`src/rtl/rlfs_pkg.sv`:
```
// shared types, constants and helpers for the radio link failsafe block
`timescale 1ns / 1ps
`default_nettype none

package rlfs_pkg;

    localparam int TICK_WIDTH_DEF = 32;
    localparam int TICK_IN_W      = 32;
    localparam int STICK_W        = 16;
    localparam int OPND_W         = 17;
    localparam int PROD_W         = 2 * OPND_W;
    localparam int FRAC_BITS      = 15;
    localparam int CFG_ADDR_W     = 3;
    localparam int CFG_DATA_W     = 32;

    localparam logic [CFG_ADDR_W-1:0] CFG_ROLL_MAX   = 3'd0;
    localparam logic [CFG_ADDR_W-1:0] CFG_PITCH_MAX  = 3'd1;
    localparam logic [CFG_ADDR_W-1:0] CFG_LOSS_TH    = 3'd2;
    localparam logic [CFG_ADDR_W-1:0] CFG_SHUTDOWN_TH = 3'd3;
    localparam logic [CFG_ADDR_W-1:0] CFG_YAW_ALPHA  = 3'd4;

    localparam logic [14:0] ROLL_MAX_RST    = 15'd5120;
    localparam logic [14:0] PITCH_MAX_RST   = 15'd5120;
    localparam logic [31:0] LOSS_TH_RST     = 32'd1500;
    localparam logic [31:0] SHUTDOWN_TH_RST = 32'd5000;
    localparam logic [15:0] YAW_ALPHA_RST   = 16'd6554;

    localparam logic signed [OPND_W-1:0] Q15_ONE = 17'sd32768;

    typedef enum logic {
        OP_PACKET = 1'b0,
        OP_TICK   = 1'b1
    } op_t;

    typedef struct packed {
        logic               operation;
        logic [31:0]        tick_now;
        logic signed [15:0] throttle_stick;
        logic signed [15:0] roll_stick;
        logic signed [15:0] pitch_stick;
        logic signed [15:0] yaw_stick;
        logic               motor_switch;
    } in_item_t;

    typedef struct packed {
        logic               setpoint_valid;
        logic signed [15:0] throttle_out;
        logic signed [15:0] roll_degrees;
        logic signed [15:0] pitch_degrees;
        logic signed [15:0] yaw_out;
        logic               motor_toggle;
        logic               motor_off;
        logic               failsafe_phase;
    } out_item_t;

    typedef struct packed {
        logic [14:0] roll_max_angle;
        logic [14:0] pitch_max_angle;
        logic [31:0] loss_threshold;
        logic [31:0] shutdown_threshold;
        logic [15:0] yaw_curve_alpha;
    } cfg_t;

    typedef enum logic [2:0] {
        ST_IDLE,
        ST_ROLL,
        ST_PITCH,
        ST_ALPHA,
        ST_YAW,
        ST_FINISH,
        ST_TICK
    } ctrl_state_t;

    typedef enum logic [2:0] {
        MUL_NONE,
        MUL_ROLL,
        MUL_PITCH,
        MUL_ALPHA,
        MUL_YAW
    } mul_sel_t;

    typedef struct packed {
        logic     load_in;
        mul_sel_t mul_sel;
        logic     wb_roll;
        logic     wb_pitch;
        logic     commit_packet;
        logic     commit_tick;
    } dp_cmd_t;

    typedef struct packed {
        logic out_free;
    } dp_sts_t;

    // floor shift of a Q15 product, clamped to 16 bit signed
    function automatic logic signed [15:0] shr15_sat(input logic signed [PROD_W-1:0] p);
        logic signed [PROD_W-1:0] sh;
        sh = p >>> FRAC_BITS;
        if (sh > 34'sd32767) begin
            shr15_sat = 16'sh7fff;
        end else if (sh < -34'sd32768) begin
            shr15_sat = 16'sh8000;
        end else begin
            shr15_sat = sh[15:0];
        end
    endfunction

endpackage

`default_nettype wire

```
`src/rtl/rlfs_ctrl.sv`:
```
// sequencing state machine for the failsafe and stick shaping datapath
`timescale 1ns / 1ps
`default_nettype none

module rlfs_ctrl (
    input  wire logic             aclk,
    input  wire logic             aresetn,
    input  wire logic             s_valid,
    input  wire logic             s_op,
    output logic                  s_ready,
    input  rlfs_pkg::dp_sts_t     sts,
    output rlfs_pkg::dp_cmd_t     cmd
);
    import rlfs_pkg::*;

    ctrl_state_t state_reg;
    ctrl_state_t state_next;

    always_ff @(posedge aclk) begin
        if (!aresetn) begin
            state_reg <= ST_IDLE;
        end else begin
            state_reg <= state_next;
        end
    end

    always_comb begin
        state_next = state_reg;
        unique case (state_reg)
            ST_IDLE: begin
                if (s_valid) begin
                    state_next = (s_op == OP_TICK) ? ST_TICK : ST_ROLL;
                end
            end
            ST_ROLL:   state_next = ST_PITCH;
            ST_PITCH:  state_next = ST_ALPHA;
            ST_ALPHA:  state_next = ST_YAW;
            ST_YAW:    state_next = ST_FINISH;
            ST_FINISH: begin
                if (sts.out_free) begin
                    state_next = ST_IDLE;
                end
            end
            ST_TICK: begin
                if (sts.out_free) begin
                    state_next = ST_IDLE;
                end
            end
            default:   state_next = ST_IDLE;
        endcase
    end

    always_comb begin
        cmd     = '0;
        s_ready = 1'b0;
        cmd.mul_sel = MUL_NONE;
        unique case (state_reg)
            ST_IDLE: begin
                s_ready     = 1'b1;
                cmd.load_in = s_valid;
            end
            ST_ROLL:  cmd.mul_sel = MUL_ROLL;
            ST_PITCH: begin
                cmd.mul_sel = MUL_PITCH;
                cmd.wb_roll = 1'b1;
            end
            ST_ALPHA: begin
                cmd.mul_sel  = MUL_ALPHA;
                cmd.wb_pitch = 1'b1;
            end
            ST_YAW:    cmd.mul_sel = MUL_YAW;
            ST_FINISH: cmd.commit_packet = sts.out_free;
            ST_TICK:   cmd.commit_tick = sts.out_free;
            default: begin
                s_ready = 1'b0;
            end
        endcase
    end

endmodule

`default_nettype wire

```
`src/rtl/rlfs_datapath.sv`:
```
// link state, shared multiplier and result register
`timescale 1ns / 1ps
`default_nettype none

module rlfs_datapath #(
    parameter int TICK_WIDTH = rlfs_pkg::TICK_WIDTH_DEF
) (
    input  wire logic              aclk,
    input  wire logic              aresetn,
    input  rlfs_pkg::cfg_t         cfg,
    input  rlfs_pkg::in_item_t     s_data,
    input  rlfs_pkg::dp_cmd_t      cmd,
    output rlfs_pkg::dp_sts_t      sts,
    output logic                   m_valid,
    input  wire logic              m_ready,
    output rlfs_pkg::out_item_t    m_data
);
    import rlfs_pkg::*;

    localparam int CMP_W = (TICK_WIDTH > TICK_IN_W) ? TICK_WIDTH : TICK_IN_W;

    in_item_t                  in_reg;
    logic signed [PROD_W-1:0]  prod_reg;
    logic signed [15:0]        roll_reg;
    logic signed [15:0]        pitch_reg;
    logic [TICK_WIDTH-1:0]     last_tick_reg;
    logic                      link_reg;
    logic                      failsafe_reg;
    logic                      held_reg;
    logic                      m_valid_reg;
    out_item_t                 out_reg;

    logic signed [OPND_W-1:0]  mul_a;
    logic signed [OPND_W-1:0]  mul_b;
    logic signed [PROD_W-1:0]  prod_next;
    logic signed [OPND_W-1:0]  yaw_ext;
    logic signed [OPND_W-1:0]  yaw_mag;
    logic [15:0]               curve_t;
    logic [TICK_WIDTH-1:0]     tick_ext;
    logic [TICK_WIDTH-1:0]     elapsed;
    logic                      past_loss;
    logic                      past_shutdown;
    logic                      out_free;

    assign out_free     = !m_valid_reg || m_ready;
    assign sts.out_free = out_free;

    // operand selection for the shared 17x17 signed multiplier
    assign yaw_ext = {in_reg.yaw_stick[15], in_reg.yaw_stick};
    assign yaw_mag = yaw_ext[OPND_W-1] ? -yaw_ext : yaw_ext;
    // t = (alpha * (1 - |s|)) >> 15, product is never negative
    assign curve_t = prod_reg[30:15];

    always_comb begin
        mul_a = '0;
        mul_b = '0;
        case (cmd.mul_sel)
            MUL_ROLL: begin
                mul_a = {in_reg.roll_stick[15], in_reg.roll_stick};
                mul_b = {2'b00, cfg.roll_max_angle};
            end
            MUL_PITCH: begin
                mul_a = {in_reg.pitch_stick[15], in_reg.pitch_stick};
                mul_b = {2'b00, cfg.pitch_max_angle};
            end
            MUL_ALPHA: begin
                mul_a = {1'b0, cfg.yaw_curve_alpha};
                mul_b = Q15_ONE - yaw_mag;
            end
            MUL_YAW: begin
                mul_a = yaw_ext;
                mul_b = Q15_ONE - $signed({1'b0, curve_t});
            end
            default: begin
                mul_a = '0;
            end
        endcase
    end

    assign prod_next = mul_a * mul_b;

    // elapsed ticks since the last packet, wrapping at the tick width
    assign tick_ext      = TICK_WIDTH'(in_reg.tick_now);
    assign elapsed       = tick_ext - last_tick_reg;
    assign past_loss     = CMP_W'(elapsed) > CMP_W'(cfg.loss_threshold);
    assign past_shutdown = CMP_W'(elapsed) > CMP_W'(cfg.shutdown_threshold);

    always_ff @(posedge aclk) begin
        if (cmd.load_in) begin
            in_reg <= s_data;
        end
        if (cmd.mul_sel != MUL_NONE) begin
            prod_reg <= prod_next;
        end
        if (cmd.wb_roll) begin
            roll_reg <= shr15_sat(prod_reg);
        end
        if (cmd.wb_pitch) begin
            pitch_reg <= shr15_sat(prod_reg);
        end
        if (cmd.commit_packet) begin
            out_reg.setpoint_valid <= 1'b1;
            out_reg.throttle_out   <= in_reg.throttle_stick;
            out_reg.roll_degrees   <= roll_reg;
            out_reg.pitch_degrees  <= pitch_reg;
            out_reg.yaw_out        <= shr15_sat(prod_reg);
            out_reg.motor_toggle   <= !in_reg.motor_switch && held_reg;
            out_reg.motor_off      <= 1'b0;
            out_reg.failsafe_phase <= 1'b0;
        end else if (cmd.commit_tick) begin
            out_reg.setpoint_valid <= past_loss && link_reg && !past_shutdown;
            out_reg.throttle_out   <= '0;
            out_reg.roll_degrees   <= '0;
            out_reg.pitch_degrees  <= '0;
            out_reg.yaw_out        <= '0;
            out_reg.motor_toggle   <= 1'b0;
            out_reg.motor_off      <= past_loss && link_reg && past_shutdown;
            out_reg.failsafe_phase <= failsafe_reg || (past_loss && link_reg);
        end
    end

    always_ff @(posedge aclk) begin
        if (!aresetn) begin
            last_tick_reg <= '0;
            link_reg      <= 1'b0;
            failsafe_reg  <= 1'b0;
            held_reg      <= 1'b0;
            m_valid_reg   <= 1'b0;
        end else begin
            if (cmd.commit_packet) begin
                last_tick_reg <= tick_ext;
                link_reg      <= 1'b1;
                failsafe_reg  <= 1'b0;
                held_reg      <= in_reg.motor_switch;
            end else if (cmd.commit_tick && past_loss && link_reg) begin
                failsafe_reg <= 1'b1;
                if (past_shutdown) begin
                    link_reg <= 1'b0;
                end
            end
            if (cmd.commit_packet || cmd.commit_tick) begin
                m_valid_reg <= 1'b1;
            end else if (m_ready) begin
                m_valid_reg <= 1'b0;
            end
        end
    end

    assign m_valid = m_valid_reg;
    assign m_data  = out_reg;

endmodule

`default_nettype wire

```
`src/rtl/radio_link_failsafe_and_stick_shaper_top.sv`:
```
// Radio link failsafe and stick shaper, top level.
//
// Input channel s_*: one request per received packet or per periodic tick
// check, valid/ready handshake. Result channel m_*: exactly one result per
// request, held in an output register until taken.
// Configuration: cfg_wr_en, cfg_addr, cfg_wdata write one register per cycle;
// write only while no request is in flight. Unknown addresses are ignored.
//
// A packet request steps through the roll, pitch, alpha, yaw and finish states
// before the next request can be accepted: the four Q15 products (roll, pitch,
// yaw curve, yaw) go one per cycle through a single 17x17 multiplier, then the
// result is committed once the output register is free. A tick check has only
// the tick state. m_valid rises when a result is committed.
// When the receiver stalls, one finished result waits in the output register
// and the next request is still accepted and worked on; it then holds at the
// commit step until the output register frees up.
// Reset (aresetn low, synchronous) restores default configuration, clears
// the link, failsafe and switch state and empties the output register.
`timescale 1ns / 1ps
`default_nettype none

module radio_link_failsafe_and_stick_shaper_top #(
    parameter int TICK_WIDTH = rlfs_pkg::TICK_WIDTH_DEF
) (
    input  wire logic                              aclk,
    input  wire logic                              aresetn,
    input  wire logic                              s_valid,
    output logic                                   s_ready,
    input  rlfs_pkg::in_item_t                     s_data,
    output logic                                   m_valid,
    input  wire logic                              m_ready,
    output rlfs_pkg::out_item_t                    m_data,
    input  wire logic                              cfg_wr_en,
    input  wire logic [rlfs_pkg::CFG_ADDR_W-1:0]   cfg_addr,
    input  wire logic [rlfs_pkg::CFG_DATA_W-1:0]   cfg_wdata
);
    import rlfs_pkg::*;

    cfg_t    cfg_reg;
    dp_cmd_t cmd;
    dp_sts_t sts;

    always_ff @(posedge aclk) begin
        if (!aresetn) begin
            cfg_reg.roll_max_angle     <= ROLL_MAX_RST;
            cfg_reg.pitch_max_angle    <= PITCH_MAX_RST;
            cfg_reg.loss_threshold     <= LOSS_TH_RST;
            cfg_reg.shutdown_threshold <= SHUTDOWN_TH_RST;
            cfg_reg.yaw_curve_alpha    <= YAW_ALPHA_RST;
        end else if (cfg_wr_en) begin
            unique case (cfg_addr)
                CFG_ROLL_MAX:    cfg_reg.roll_max_angle     <= cfg_wdata[14:0];
                CFG_PITCH_MAX:   cfg_reg.pitch_max_angle    <= cfg_wdata[14:0];
                CFG_LOSS_TH:     cfg_reg.loss_threshold     <= cfg_wdata[31:0];
                CFG_SHUTDOWN_TH: cfg_reg.shutdown_threshold <= cfg_wdata[31:0];
                CFG_YAW_ALPHA:   cfg_reg.yaw_curve_alpha    <= cfg_wdata[15:0];
                default: begin
                end
            endcase
        end
    end

    rlfs_ctrl u_ctrl (
        .aclk    (aclk),
        .aresetn (aresetn),
        .s_valid (s_valid),
        .s_op    (s_data.operation),
        .s_ready (s_ready),
        .sts     (sts),
        .cmd     (cmd)
    );

    rlfs_datapath #(
        .TICK_WIDTH (TICK_WIDTH)
    ) u_datapath (
        .aclk    (aclk),
        .aresetn (aresetn),
        .cfg     (cfg_reg),
        .s_data  (s_data),
        .cmd     (cmd),
        .sts     (sts),
        .m_valid (m_valid),
        .m_ready (m_ready),
        .m_data  (m_data)
    );

    // one request in flight at a time
    a_single_request: assert property (@(posedge aclk) disable iff (!aresetn)
        (s_valid && s_ready) |=> !s_ready)
        else $error("request accepted while another is in flight");

    // packet results never carry motor_off, tick results never toggle
    a_pulse_exclusive: assert property (@(posedge aclk) disable iff (!aresetn)
        m_valid |-> !(m_data.motor_toggle && m_data.motor_off))
        else $error("toggle and off pulses in one result");

    // shutdown implies failsafe with no setpoints
    a_shutdown_shape: assert property (@(posedge aclk) disable iff (!aresetn)
        (m_valid && m_data.motor_off) |->
            (m_data.failsafe_phase && !m_data.setpoint_valid))
        else $error("motor off without failsafe");

    // a toggle pulse only comes from a packet, which leaves failsafe
    a_toggle_no_failsafe: assert property (@(posedge aclk) disable iff (!aresetn)
        (m_valid && m_data.motor_toggle) |->
            (!m_data.failsafe_phase && m_data.setpoint_valid))
        else $error("toggle pulse in a failsafe result");

endmodule

`default_nettype wire

```
`config.mk`:
```
export PLATFORM = sky130hd
export DESIGN_NAME = radio_link_failsafe_and_stick_shaper_top
export DESIGN_NICKNAME = d
export VERILOG_FILES = /design/src/rtl/rlfs_pkg.sv /design/src/rtl/rlfs_ctrl.sv /design/src/rtl/rlfs_datapath.sv /design/src/rtl/radio_link_failsafe_and_stick_shaper_top.sv
export SDC_FILE = /design/constraint.sdc
export NUM_CORES = 1
export LEC_CHECK = 0
export BUFFER_PORTS_ARGS = -buffer_cell sky130_fd_sc_hd__buf_4
export CAP_MARGIN = 10
export CORE_UTILIZATION = 50
export CTS_CLUSTER_DIAMETER = 150
export DETAILED_ROUTE_END_ITERATION = 16
export GPL_ROUTABILITY_DRIVEN = 0
export PLACE_DENSITY = 0.68
export SLEW_MARGIN = 20
export SYNTH_ARGS = -nofsm -noshare
export SYNTH_HDL_FRONTEND = slang
export SYNTH_SLANG_ARGS = --single-unit
```
`constraint.sdc`:
```
create_clock -name aclk -period 9.4 [get_ports aclk]
set_clock_uncertainty 0.05 [all_clocks]
set_input_delay 1.88 -clock aclk [delete_from_list [all_inputs] [get_ports aclk]]
set_output_delay 1.88 -clock aclk [all_outputs]
set_load 0.01 [all_outputs]
```
==> impl_metrics.py <==
metrics = {
    "synthesis": {
        "synthXorXnorAreaFrac": 0.03052,
        "synth_top_family_by_area": "adder cells",
        "synth_compound_area_frac": 0.1120,
        "seq_area_frac_synth": 0.3371,
        "synth_cells": 2850,
        "synth_top_flop_cell": "edfxtp_1",
        "yosys_warnings": 0,
        "synth_adder_area_share": 0.2920,
        "syn_nets": 3464,
        "synth.area.top_cells": "edfxtp_1 23%, fa_1 21%, dfxtp_1 11%",
        "synthTopCellsByCount": "467 x inv_1, 446 x nand2_1, 296 x fa_1, 213 x edfxtp_1",
        "ys_ff_latch": 365,
        "synth.most_common_cell": "inv_1",
        "syn_area_mm2": 0.02800,
        "yosys.area.top_type": "edfxtp_1",
        "synth_simple_gate_area_share": 0.1476,
        "ys_async_sr_fraction": 0,
        "synth.distinct_cells": 89,
        "postSynthAreaPerCell_um2": 9.826,
        "synth.top_cell.area_share": 0.2284,
        "synth_edf_count": 213,
        "synthMuxAreaShare": 0.001877,
    },
    "routing": {
        "drt_iter0_markers": 1658,
        "routed_wl_um": 74830,
        "wire_per_inst_um": 19.53,
        "post-route-drc-count": 0,
        "drtPass1Iterations": 8,
        "final_antenna_net_count": 0,
        "viasPerCell": 5.454,
        "vias": 20893,
    },
    "floorplan": {
        "core_mm2": 0.05520,
        "start_util": 0.5073,
        "io_pins": 208,
        "row_count": 86,
        "fp.dieW_um": 238.7,
        "die_h_um": 238.7,
        "design.die.area_mm2": 0.05696,
    },
    "setup_path": {
        "end_kind": "register",
        "start_kind": "register",
        "crit_slowest_cell": "fa_1",
        "cpPeakStageDelay_ns": 0.54,
        "required_ns": 9.66,
        "critPathKind": "register to register",
        "cp_max_fo": 10,
        "arrival_ns": 9.31,
        "rr_worst_depth": 35,
        "crit_top_cell": "fa_1",
        "r2r_setup_slack_ns": 0.35,
    },
    "place": {
        "place_hpwl_um": 58910,
        "io_buffers": 207,
        "dpl-instance-area_mm2": 0.03054,
    },
    "global_routing": {
        "grt_pass1_wl_um": 118000,
        "grt_use_met1": 0.3450,
        "met2_usage": 0.4499,
        "grt.overflow.total": 0,
        "grt_pass1_vias": 21620,
        "grt_max_degree": 87,
        "top_usage_layer": "met2",
        "antenna_found_initial": 1,
        "use_met3": 0.05566,
        "gr-usage-all-layers": 0.2682,
    },
    "sta": {
        "period_minus_slack_ns": 9.054,
        "setup_viol": 0,
        "slew_viol_final": 0,
        "fin_crit_sh": 0.9632,
        "max_freq_mhz": 110.4,
        "hold_violations": 0,
        "tns_ns": 0,
        "slew_headroom": 0.2756,
        "worstMarginPinSlew_ns": 1.083,
    },
    "clock_network": {
        "cts_htree_levels": 2,
        "cts_made_buffers": 41,
        "cts-root-buf": "clkbuf_16",
        "clk_pin_slew_ns": 0.06,
        "cts.sinks": 365,
        "cts_max_path_buffers": 3,
        "cts_tree": "done",
        "clk_latency_ns": 0.59,
        "postCtsHoldBufs": 0,
    },
    "power": {
        "p_leak_nw": 13.91,
        "max-vdd-ir-drop_v": 0.0001630,
        "power_density_mw_per_mm2": 211.9,
    },
    "cells_and_area": {
        "stdcell_area_mm2": 0.03196,
        "nNetsFinal": 3662,
        "syn2layout_area_growth_pct": 14.11,
        "final_layout_size_suffix_gt1_frac": 0.1269,
        "finish.utilization": 0.5789,
        "largest_register_ffs": 110,
    },
    "worst_hold_path": {
        "hold_depth": 2,
        "hold_path_class": "register to register",
    },
    "run": {
        "timing.max_cap.violations": 0,
    },
    "status": {
        "status": "finished, final reports clean",
    },
}
final cells by class:
class                      count  area, um^2
fill                        4650       23240
multi-input combinational   1905       16440
sequential                   365        9439
timing repair buffer         268        2024
inverter                     467        1753
clock buffer                  59        1186
tap                          748       935.9
clock inverter                17       172.7
antenna                        2       5.005
kinds of logic after synthesis:
family          count (synthesis)
mux                             5
fa+ha+maj                     476
flops                         365
simple gates                  902
buf+inv                       580
xor+xnor                       95
compound gates                427
worst paths after layout:
check | from | to
worst max-delay path | u_datapath.in_reg[1] | u_datapath.prod_reg[33]
worst min-delay path | u_datapath.last_tick_reg[1] | u_datapath.last_tick_reg[1]
worst min register to register | u_datapath.last_tick_reg[1] | u_datapath.last_tick_reg[1]
worst max register to register | u_datapath.in_reg[1] | u_datapath.prod_reg[33]
through the flow:
stage | setup slack, ns | total power, mW | hold slack [ns] | instances
finish | 0.3459 | 6.772 | 0.4127 | 3831
global route | -0.04828 | 7.225 | 0.4296 | 3830
CTS | 0.01778 | 6.779 | 0.4156 | 3828
detailed placement | 0.05874 | 5.152 | 0.4080 | 3752
global placement | 0.3261 | 5.045 | 0.3977 | 3752
floorplan | 1.102 | 4.180 | 0.3886 | 2850
placed cells by master (no fill, tap or decap), types with 7 or more instances in the layout:
| master | netlist | final |
|---|---|---|
| xor2_1 | 28 | 28 |
| a221o_1 | 15 | 14 |
| nor2_1 | 180 | 179 |
| a31oi_1 | 8 | 8 |
| a221oi_1 | 20 | 18 |
| o21ai_0 | 43 | 43 |
| a21o_1 | 19 | 19 |
| a22oi_1 | 8 | 8 |
| ha_1 | 180 | 180 |
| and3_1 | 9 | 8 |
| nand2b_1 | 22 | 22 |
| a222oi_1 | 8 | 8 |
| o211ai_1 | 15 | 15 |
| and2_1 | 96 | 94 |
| or2_2 | 12 | 12 |
| a211oi_1 | 7 | 7 |
| a21oi_1 | 62 | 62 |
| nand2_1 | 446 | 445 |
| a22o_1 | 19 | 19 |
| xnor2_1 | 65 | 64 |
| nor2b_1 | 18 | 18 |
| fa_1 | 296 | 296 |
| nor4_1 | 7 | 7 |
| nand3_1 | 31 | 31 |
| nand4_1 | 21 | 21 |
| inv_1 | 467 | 466 |
| nand2_2 | 11 | 12 |
| clkbuf_1 | 90 | 11 |
| a21boi_0 | 124 | 124 |
| o31ai_1 | 8 | 7 |
| o21a_1 | 30 | 30 |
| clkbuf_16 | 0 | 43 |
| o21bai_1 | 8 | 8 |
| dfxtp_1 | 152 | 152 |
| nor3_1 | 15 | 15 |
| edfxtp_1 | 213 | 213 |
| buf_4 | 0 | 267 |
layer usage:
metal / wire [um] / share of wire
met5: 0 / 0
met4: 2487 / 0.033
met3: 5957 / 0.080
met2: 35990 / 0.48
met1: 30400 / 0.41
worst max-delay path: cells and delay by family (launching register included):
kind | cells | cell delay, ns
compound gates | 12 | 2.40
xor+xnor | 2 | 0.22
fa+ha+maj | 8 | 3.58
buf+inv | 5 | 0.56
flops | 1 | 0.50
simple gates | 8 | 1.46
report_power, final:
group	internal [mW]	switching (mW)
Clock	0.941	0.666
Combinational	1.16	1.85
Sequential	1.97	0.188
Total	4.07	2.70
what timing repair did:
item | 4_1_cts | 5_1_grt
buffers inserted | 0 | 1
endpoints found under the setup margin | 0 | 9
gates resized for setup | 0 | 7
Power figures use the tool's default switching activity.
